File: src/design/ialu_pkg.sv
// shared types and operation codes for the 64-bit integer alu
package ialu_pkg;

	localparam int unsigned WordBits = 64;

	typedef logic [WordBits-1:0] word_t;

	typedef enum logic [4:0] {
		OP_NEG  = 5'd0,
		OP_NOT  = 5'd1,
		OP_LNOT = 5'd2,
		OP_ADD  = 5'd3,
		OP_SUB  = 5'd4,
		OP_MUL  = 5'd5,
		OP_DIVU = 5'd6,
		OP_DIVS = 5'd7,
		OP_REMU = 5'd8,
		OP_REMS = 5'd9,
		OP_AND  = 5'd10,
		OP_OR   = 5'd11,
		OP_XOR  = 5'd12,
		OP_SLL  = 5'd13,
		OP_SRL  = 5'd14,
		OP_SRA  = 5'd15,
		OP_EQ   = 5'd16,
		OP_NE   = 5'd17,
		OP_LTU  = 5'd18,
		OP_LEU  = 5'd19,
		OP_LTS  = 5'd20,
		OP_LES  = 5'd21,
		OP_GTU  = 5'd22,
		OP_GEU  = 5'd23,
		OP_GTS  = 5'd24,
		OP_GES  = 5'd25,
		OP_LAND = 5'd26,
		OP_LOR  = 5'd27
	} op_t;

	typedef struct packed {
		op_t   op;
		word_t res;
		logic  q_neg;
		logic  r_neg;
		logic  dz;
		logic  is_div;
		logic  is_rem;
	} meta_t;

	typedef struct packed {
		word_t r;
		word_t n;
		word_t d;
	} div_t;

endpackage

File: src/design/ialu_div_step.sv
// one restoring division step: one quotient bit per stage
module ialu_div_step (
	input  logic             clk,
	input  logic             arst_n,
	input  logic             en,
	input  logic             v_in,
	input  ialu_pkg::meta_t  meta_in,
	input  ialu_pkg::div_t   div_in,
	output logic             v_out,
	output ialu_pkg::meta_t  meta_out,
	output ialu_pkg::div_t   div_out
);
	import ialu_pkg::*;

	logic  v_q;
	meta_t meta_q;
	div_t  div_q;
	logic [WordBits:0] rr, diff;
	logic  ge;
	div_t  nxt;

	always_comb begin
		rr   = {div_in.r, div_in.n[WordBits-1]};
		diff = rr - {1'b0, div_in.d};
		ge   = !diff[WordBits];
		nxt.r = ge ? diff[WordBits-1:0] : rr[WordBits-1:0];
		nxt.n = {div_in.n[WordBits-2:0], ge};
		nxt.d = div_in.d;
	end

	always_ff @(posedge clk or negedge arst_n) begin
		if (!arst_n) begin
			v_q <= 1'b0;
		end else if (en) begin
			v_q <= v_in;
		end
	end

	always_ff @(posedge clk) begin
		if (en) begin
			meta_q <= meta_in;
			div_q  <= nxt;
		end
	end

	assign v_out    = v_q;
	assign meta_out = meta_q;
	assign div_out  = div_q;

	a_rem_below_divisor: assert property (@(posedge clk) disable iff (!arst_n)
		(v_q && div_q.d != '0) |-> div_q.r < div_q.d)
		else $error("partial remainder not below divisor");

endmodule

File: config.mk
export PLATFORM = sky130hd
export DESIGN_NAME = ialu_div_step
export DESIGN_NICKNAME = d
export VERILOG_FILES = /design/src/design/ialu_pkg.sv /design/src/design/ialu_div_step.sv
export SDC_FILE = /design/constraint.sdc
export NUM_CORES = 1
export LEC_CHECK = 0
export BUFFER_PORTS_ARGS = -buffer_cell sky130_fd_sc_hd__buf_2
export CAP_MARGIN = 20
export CORE_AREA = 2 2 212 214
export DETAILED_ROUTE_END_ITERATION = 10
export DIE_AREA = 0 0 214 216
export HOLD_SLACK_MARGIN = 0.15
export PLACE_DENSITY = 0.56
export SLEW_MARGIN = 20
export SYNTH_ARGS = -nofsm -noshare
export SYNTH_HDL_FRONTEND = slang
export SYNTH_SLANG_ARGS = --single-unit
File: constraint.sdc
create_clock -name clk -period 1.1 [get_ports clk]
set_clock_uncertainty 0.2 [all_clocks]
set_input_delay 0.11 -clock clk [delete_from_list [all_inputs] [get_ports clk]]
set_output_delay 0.11 -clock clk [all_outputs]
set_load 0.02 [all_outputs]
Word-level counts from Yosys, hierarchy flattened
Cells that the tools add are included.
W data, S select, Z words.

cells by class
  $add $sub $neg = 1
  muxes and demuxes = 1
  reduce and logical (&&, ||, !) cells = 1

operators by type and width
  cell              number
  $sub A65 B64 Y65  1
  $mux W64          1
  $logic_not A1 Y1  1

storage, ports and cells
  register bits after elaboration = 267
  input port bits = 270
  output and inout port bits = 267
  word-level logic and storage cells = 14

Longest topological paths before layout
  depth after elaboration = 2
  depth in mapped cells = 17
  mapped depth without buffers = 13

Worst setup path before layout
No wires, ideal clock.

  kind = input-to-reg
  from = in div_in[7] (netlist bit)
  to = reg div_q, in the netlist div_out[185] (data pin)
  library setup time = 260 ps
  arrival time = 2868 ps
  required time = 640 ps
  setup slack = -2229 ps
  cell stages on the path = 17
  path buffers = 5
  cell sequence = inv_1 -> ha_1 -> buf_2 -> a21oi_2 -> nor2_1 -> o41ai_4 -> o22ai_2 -> o21ai_2 -> a211oi_2 -> or3_1 -> buf_6 -> and3_1 -> buf_6 -> inv_4 -> buf_6 -> buf_8 -> mux2_4

RTL lines
  element               line                 text
  from (decl)           ialu_div_step.sv:8   input ialu_pkg::div_t div_in,
  to (signal assigned)  ialu_div_step.sv:42  div_q <= nxt;
  to (decl)             ialu_div_step.sv:17  div_t div_q;

==> impl_metrics.prom <==
# TYPE chip_impl_metric gauge
chip_impl_info{name="yosys_most_used_dff",value="sky130_fd_sc_hd__edfxtp_1"} 1
chip_impl_metric{name="via_count_of_the_first_global_routing_pass",unit=""} 13400
chip_impl_metric{name="grt_antenna_before_repair",unit=""} 14
chip_impl_metric{name="critical_path.max_stage_delay",unit="ns"} 0.60
chip_impl_metric{name="setup-tns-final",unit="ns"} -182.47
chip_impl_metric{name="worst_setup_hold_path_clk_slew",unit="ns"} 0.07
chip_impl_metric{name="ys_ff_latch",unit=""} 267
chip_impl_metric{name="syn-mean-instance-area",unit="um2"} 12.8
chip_impl_info{name="synth.top_cells.by_area",value="sky130_fd_sc_hd__edfxtp_1 60%, sky130_fd_sc_hd__ha_1 6.1%, sky130_fd_sc_hd__mux2_2 4.3%"} 1
chip_impl_metric{name="place.port_buffers",unit=""} 536
chip_impl_info{name="violations_in_the_final_reports",value="hold timing, setup timing"} 1
chip_impl_metric{name="layout-drive-gt1-share",unit="%"} 49.5
chip_impl_metric{name="max_clock_freq",unit="GHz"} 0.367
chip_impl_metric{name="synth_cells",unit=""} 1031
chip_impl_metric{name="timing.reg2reg.setup_slack",unit="ns"} 0.14
chip_impl_metric{name="initial_utilization",unit="%"} 30.1
chip_impl_metric{name="maximum_number_of_pins_on_one_net_before_global_route_repair",unit=""} 24
chip_impl_metric{name="finalHoldWorstSlack",unit="ns"} -0.462
chip_impl_metric{name="die-width",unit="um"} 214
chip_impl_metric{name="timing.final.hold_violations",unit=""} 34
chip_impl_metric{name="ys_warn_count",unit=""} 0
chip_impl_metric{name="netlist_area",unit="um2"} 13200
chip_impl_info{name="run_status",value="finished, violations left"} 1
chip_impl_metric{name="nets_final",unit=""} 2474
chip_impl_metric{name="buffers_from_clock_root_to_sink_at_most",unit=""} 3
chip_impl_metric{name="leakage",unit="uW"} 0.0112
chip_impl_metric{name="synth_largest_type_area_fraction",unit="%"} 60.5
chip_impl_metric{name="clock_tree.htree_level_count",unit=""} 1
chip_impl_info{name="setup_repair_after_global_routing_missed_its_margin",value="yes"} 1
chip_impl_metric{name="placementRows",unit=""} 77
chip_impl_info{name="tritoncts",value="yes"} 1
chip_impl_metric{name="placeableCoreArea",unit="um2"} 43800
chip_impl_info{name="worst_path_cell_trace",value="buf_6 -> inv_4 -> ha_4 -> buf_6 -> nand2_4 -> nor2_1 -> or4b_4 -> or4b_4 -> and4_4 -> o21ai_4 -> a31oi_4 -> or3_4 -> a31o_2"} 1
chip_impl_metric{name="finish.utilization",unit="%"} 56.7
chip_impl_info{name="synth_top_area_cell",value="sky130_fd_sc_hd__edfxtp_1"} 1
chip_impl_metric{name="num-fill-cells",unit=""} 3526
chip_impl_metric{name="mappedNetlistNets",unit=""} 1366
chip_impl_metric{name="clock-sinks",unit=""} 267
chip_impl_info{name="worstSetupStartpointType",value="input pin"} 1
chip_impl_metric{name="cp_max_fanout",unit=""} 4
chip_impl_info{name="critical-path-top-delay-family",value="simple AND/OR/NAND/NOR gates"} 1
chip_impl_metric{name="post-place-ws",unit="ns"} -2.34
chip_impl_metric{name="dieHeight",unit="um"} 216
chip_impl_metric{name="async_flop_share",unit="%"} 0.375
chip_impl_metric{name="cap_viol_max_count",unit=""} 0
chip_impl_info{name="critPathCaptureType",value="flop"} 1
chip_impl_info{name="critical-path-slowest-cell",value="sky130_fd_sc_hd__or4b_4"} 1
chip_impl_metric{name="final_critical_path_setup_slack",unit="ns"} -1.63
chip_impl_metric{name="route.detailed.drc",unit=""} 0
chip_impl_metric{name="wl_per_cell",unit="um"} 19.5
chip_impl_metric{name="place.detailed.hpwl",unit="um"} 38600
chip_impl_metric{name="drtIter0Drc",unit=""} 700
chip_impl_metric{name="final_weighted_congestion_in_routability_driven_placement",unit=""} 0.880
chip_impl_metric{name="route.final.wire_length",unit="um"} 54000
chip_impl_metric{name="finalSetupViolCount",unit=""} 332
chip_impl_metric{name="grt_first_pass_wirelength",unit="um"} 77700
chip_impl_metric{name="finalMaxSlewViolations",unit=""} 0
chip_impl_metric{name="critical_path_buf_inv_count",unit=""} 3
chip_impl_metric{name="cp.arrival",unit="ns"} 2.86
chip_impl_metric{name="cts_made_buffers",unit=""} 31
chip_impl_metric{name="pwr_density_cell",unit="nW/um2"} 1380
chip_impl_info{name="worst-setup-path-type",value="input pin to flop"} 1
chip_impl_metric{name="cp.required",unit="ns"} 1.24
chip_impl_metric{name="yosysSeqAreaShare",unit="%"} 60.6
chip_impl_info{name="hold_class",value="input pin to flop"} 1
chip_impl_metric{name="vdd_drop_max",unit="uV"} 1520
chip_impl_info{name="cts-root-buf",value="sky130_fd_sc_hd__clkbuf_16"} 1
chip_impl_metric{name="period_utilization_post_route",unit="%"} 248
chip_impl_metric{name="globalRouteTotalUtil",unit="%"} 21.7
chip_impl_metric{name="ys_types",unit=""} 76
chip_impl_metric{name="dr.pass1.iters",unit=""} 5
chip_impl_metric{name="globalRoute.totalOverflow",unit=""} 0
chip_impl_metric{name="detail_route.vias_per_cell",unit=""} 4.61
chip_impl_metric{name="detailroute.via_count",unit=""} 12700
chip_impl_metric{name="edff_count_synth",unit=""} 266
chip_impl_metric{name="synthToLayoutAreaGrowth",unit="%"} 88.0
chip_impl_metric{name="ant_nets",unit=""} 0
chip_impl_metric{name="actual_slew_at_the_worst_max_slew_pin",unit="ns"} 0.545
chip_impl_metric{name="dieArea",unit="um2"} 46200
chip_impl_metric{name="finalCriticalPeriod",unit="ns"} 2.73
chip_impl_metric{name="power",unit="uW"} 34400
chip_impl_metric{name="slew_headroom",unit="%"} 63.3
chip_impl_metric{name="clkLatencyLatePin",unit="ns"} 0.56
chip_impl_metric{name="io-pin-count",unit=""} 537
## sequential cells by signal (all words and copies together) (netlist names)
| name | cells |
|---|---|
| meta_out | 74 |
| v_out | 1 |
| div_out | 192 |
## path summary, 6_finish.rpt
path / from / endpoint / cells past startpoint
max: div_in[25] / div_out[179] / 13
min: div_in[16] / div_out[16] / 1
max reg2reg: v_out / v_out / 1
min reg2reg: v_out / v_out / 1
max in group asynchronous: arst_n / v_out / 3
min in group asynchronous: arst_n / v_out / 3
## final cells by class
type	count	area (um2)	area share, %
Antenna cell	9	22.5	0.0907
Tap cell	592	741	2.98
Clock buffer	34	787	3.17
Sequential cell	267	8010	32.3
Multi-Input combinational cell	641	5430	21.9
Timing Repair Buffer	1110	9290	37.4
Inverter	88	365	1.47
Clock inverter	22	198	0.796
## metrics by stage
stage	instances	area [um2]
after floorplan	1031	13400
after global placement	2420	19100
after detailed placement	2420	19100
after CTS	2728	23800
after global routing	2761	24800
final	2763	24800
## logic make-up after synthesis
kind of cell	share of synthesized area [%]
flip-flops	60.6
AO/OA/AOI/OAI	11.9
AND/OR/NAND/NOR	8.66
buffers and inverters	3.96
adder cells (fa/ha/maj)	6.21
multiplexers	5.06
XOR/XNOR	3.58
## repair_timing
action | 4_1_cts | 5_1_grt
gates cloned | 5 | 2
pin swaps | 35 | 27
endpoints found under the hold margin | 533 | 239
setup endpoints to repair | 332 | 581
buffers inserted | 37 | 4
hold buffers | 215 | 28
resized for setup | 360 | 212
## metal layers
metal	share of wire [%]	wire (um)	up-vias	track usage (%)
met3	6.2	3320	77	4.83
li1	-	-	6099	-
met2	52	27900	438	40.2
met5	0.12	64	-	0
met1	40	21400	6111	25.1
met4	2.5	1350	10	5.90
## synth_stat cells, types with 3 or more instances
cell                       instances
sky130_fd_sc_hd__mux2i_1           9
sky130_fd_sc_hd__mux2_2           50
sky130_fd_sc_hd__nor3_1           14
sky130_fd_sc_hd__o21ai_0          41
sky130_fd_sc_hd__or3_1             4
sky130_fd_sc_hd__xnor2_1          32
sky130_fd_sc_hd__a31oi_1          10
sky130_fd_sc_hd__buf_4             4
sky130_fd_sc_hd__and3_1           10
sky130_fd_sc_hd__o31ai_1           6
sky130_fd_sc_hd__o21bai_1         13
sky130_fd_sc_hd__or2_2             4
sky130_fd_sc_hd__o211ai_1          5
sky130_fd_sc_hd__o21a_1            9
sky130_fd_sc_hd__and2_1            3
sky130_fd_sc_hd__clkbuf_1         19
sky130_fd_sc_hd__xor2_1           22
sky130_fd_sc_hd__inv_1            87
sky130_fd_sc_hd__buf_2             6
sky130_fd_sc_hd__nand2_1          67
sky130_fd_sc_hd__edfxtp_1        266
sky130_fd_sc_hd__nor2_1           46
sky130_fd_sc_hd__a31o_2            5
sky130_fd_sc_hd__a211oi_1          6
sky130_fd_sc_hd__and4_1            5
sky130_fd_sc_hd__a21boi_0          3
sky130_fd_sc_hd__nor2b_1          13
sky130_fd_sc_hd__a211o_1           4
sky130_fd_sc_hd__ha_1             64
sky130_fd_sc_hd__a21oi_1          78
sky130_fd_sc_hd__buf_6             3
sky130_fd_sc_hd__nand3_1          11
sky130_fd_sc_hd__nand2b_1          8
sky130_fd_sc_hd__nor4_1            4
sky130_fd_sc_hd__nand4_1          20
sky130_fd_sc_hd__a21o_1           32
## placed cells by master, fill, tap and decap left out, types with 20 or more instances in the layout
cell type,instances
sky130_fd_sc_hd__dlygate4sd3_1,239
sky130_fd_sc_hd__ha_1,45
sky130_fd_sc_hd__a21o_1,32
sky130_fd_sc_hd__nand4_1,20
sky130_fd_sc_hd__inv_1,78
sky130_fd_sc_hd__buf_6,213
sky130_fd_sc_hd__clkbuf_16,33
sky130_fd_sc_hd__xor2_1,22
sky130_fd_sc_hd__a21oi_1,62
sky130_fd_sc_hd__nand2_1,61
sky130_fd_sc_hd__mux2_4,50
sky130_fd_sc_hd__o21ai_0,33
sky130_fd_sc_hd__edfxtp_1,266
sky130_fd_sc_hd__buf_4,295
sky130_fd_sc_hd__nor2_1,45
sky130_fd_sc_hd__xnor2_1,32
sky130_fd_sc_hd__buf_2,331
## power breakdown
part,leakage [uW],switching [uW],total (uW),internal (uW)
Clock,0.000482,4300,10100,5840
Combinational,0.00806,5230,11200,6010
Sequential,0.00261,499,13000,12500
No activity file was read; power rests on OpenSTA's default activity.
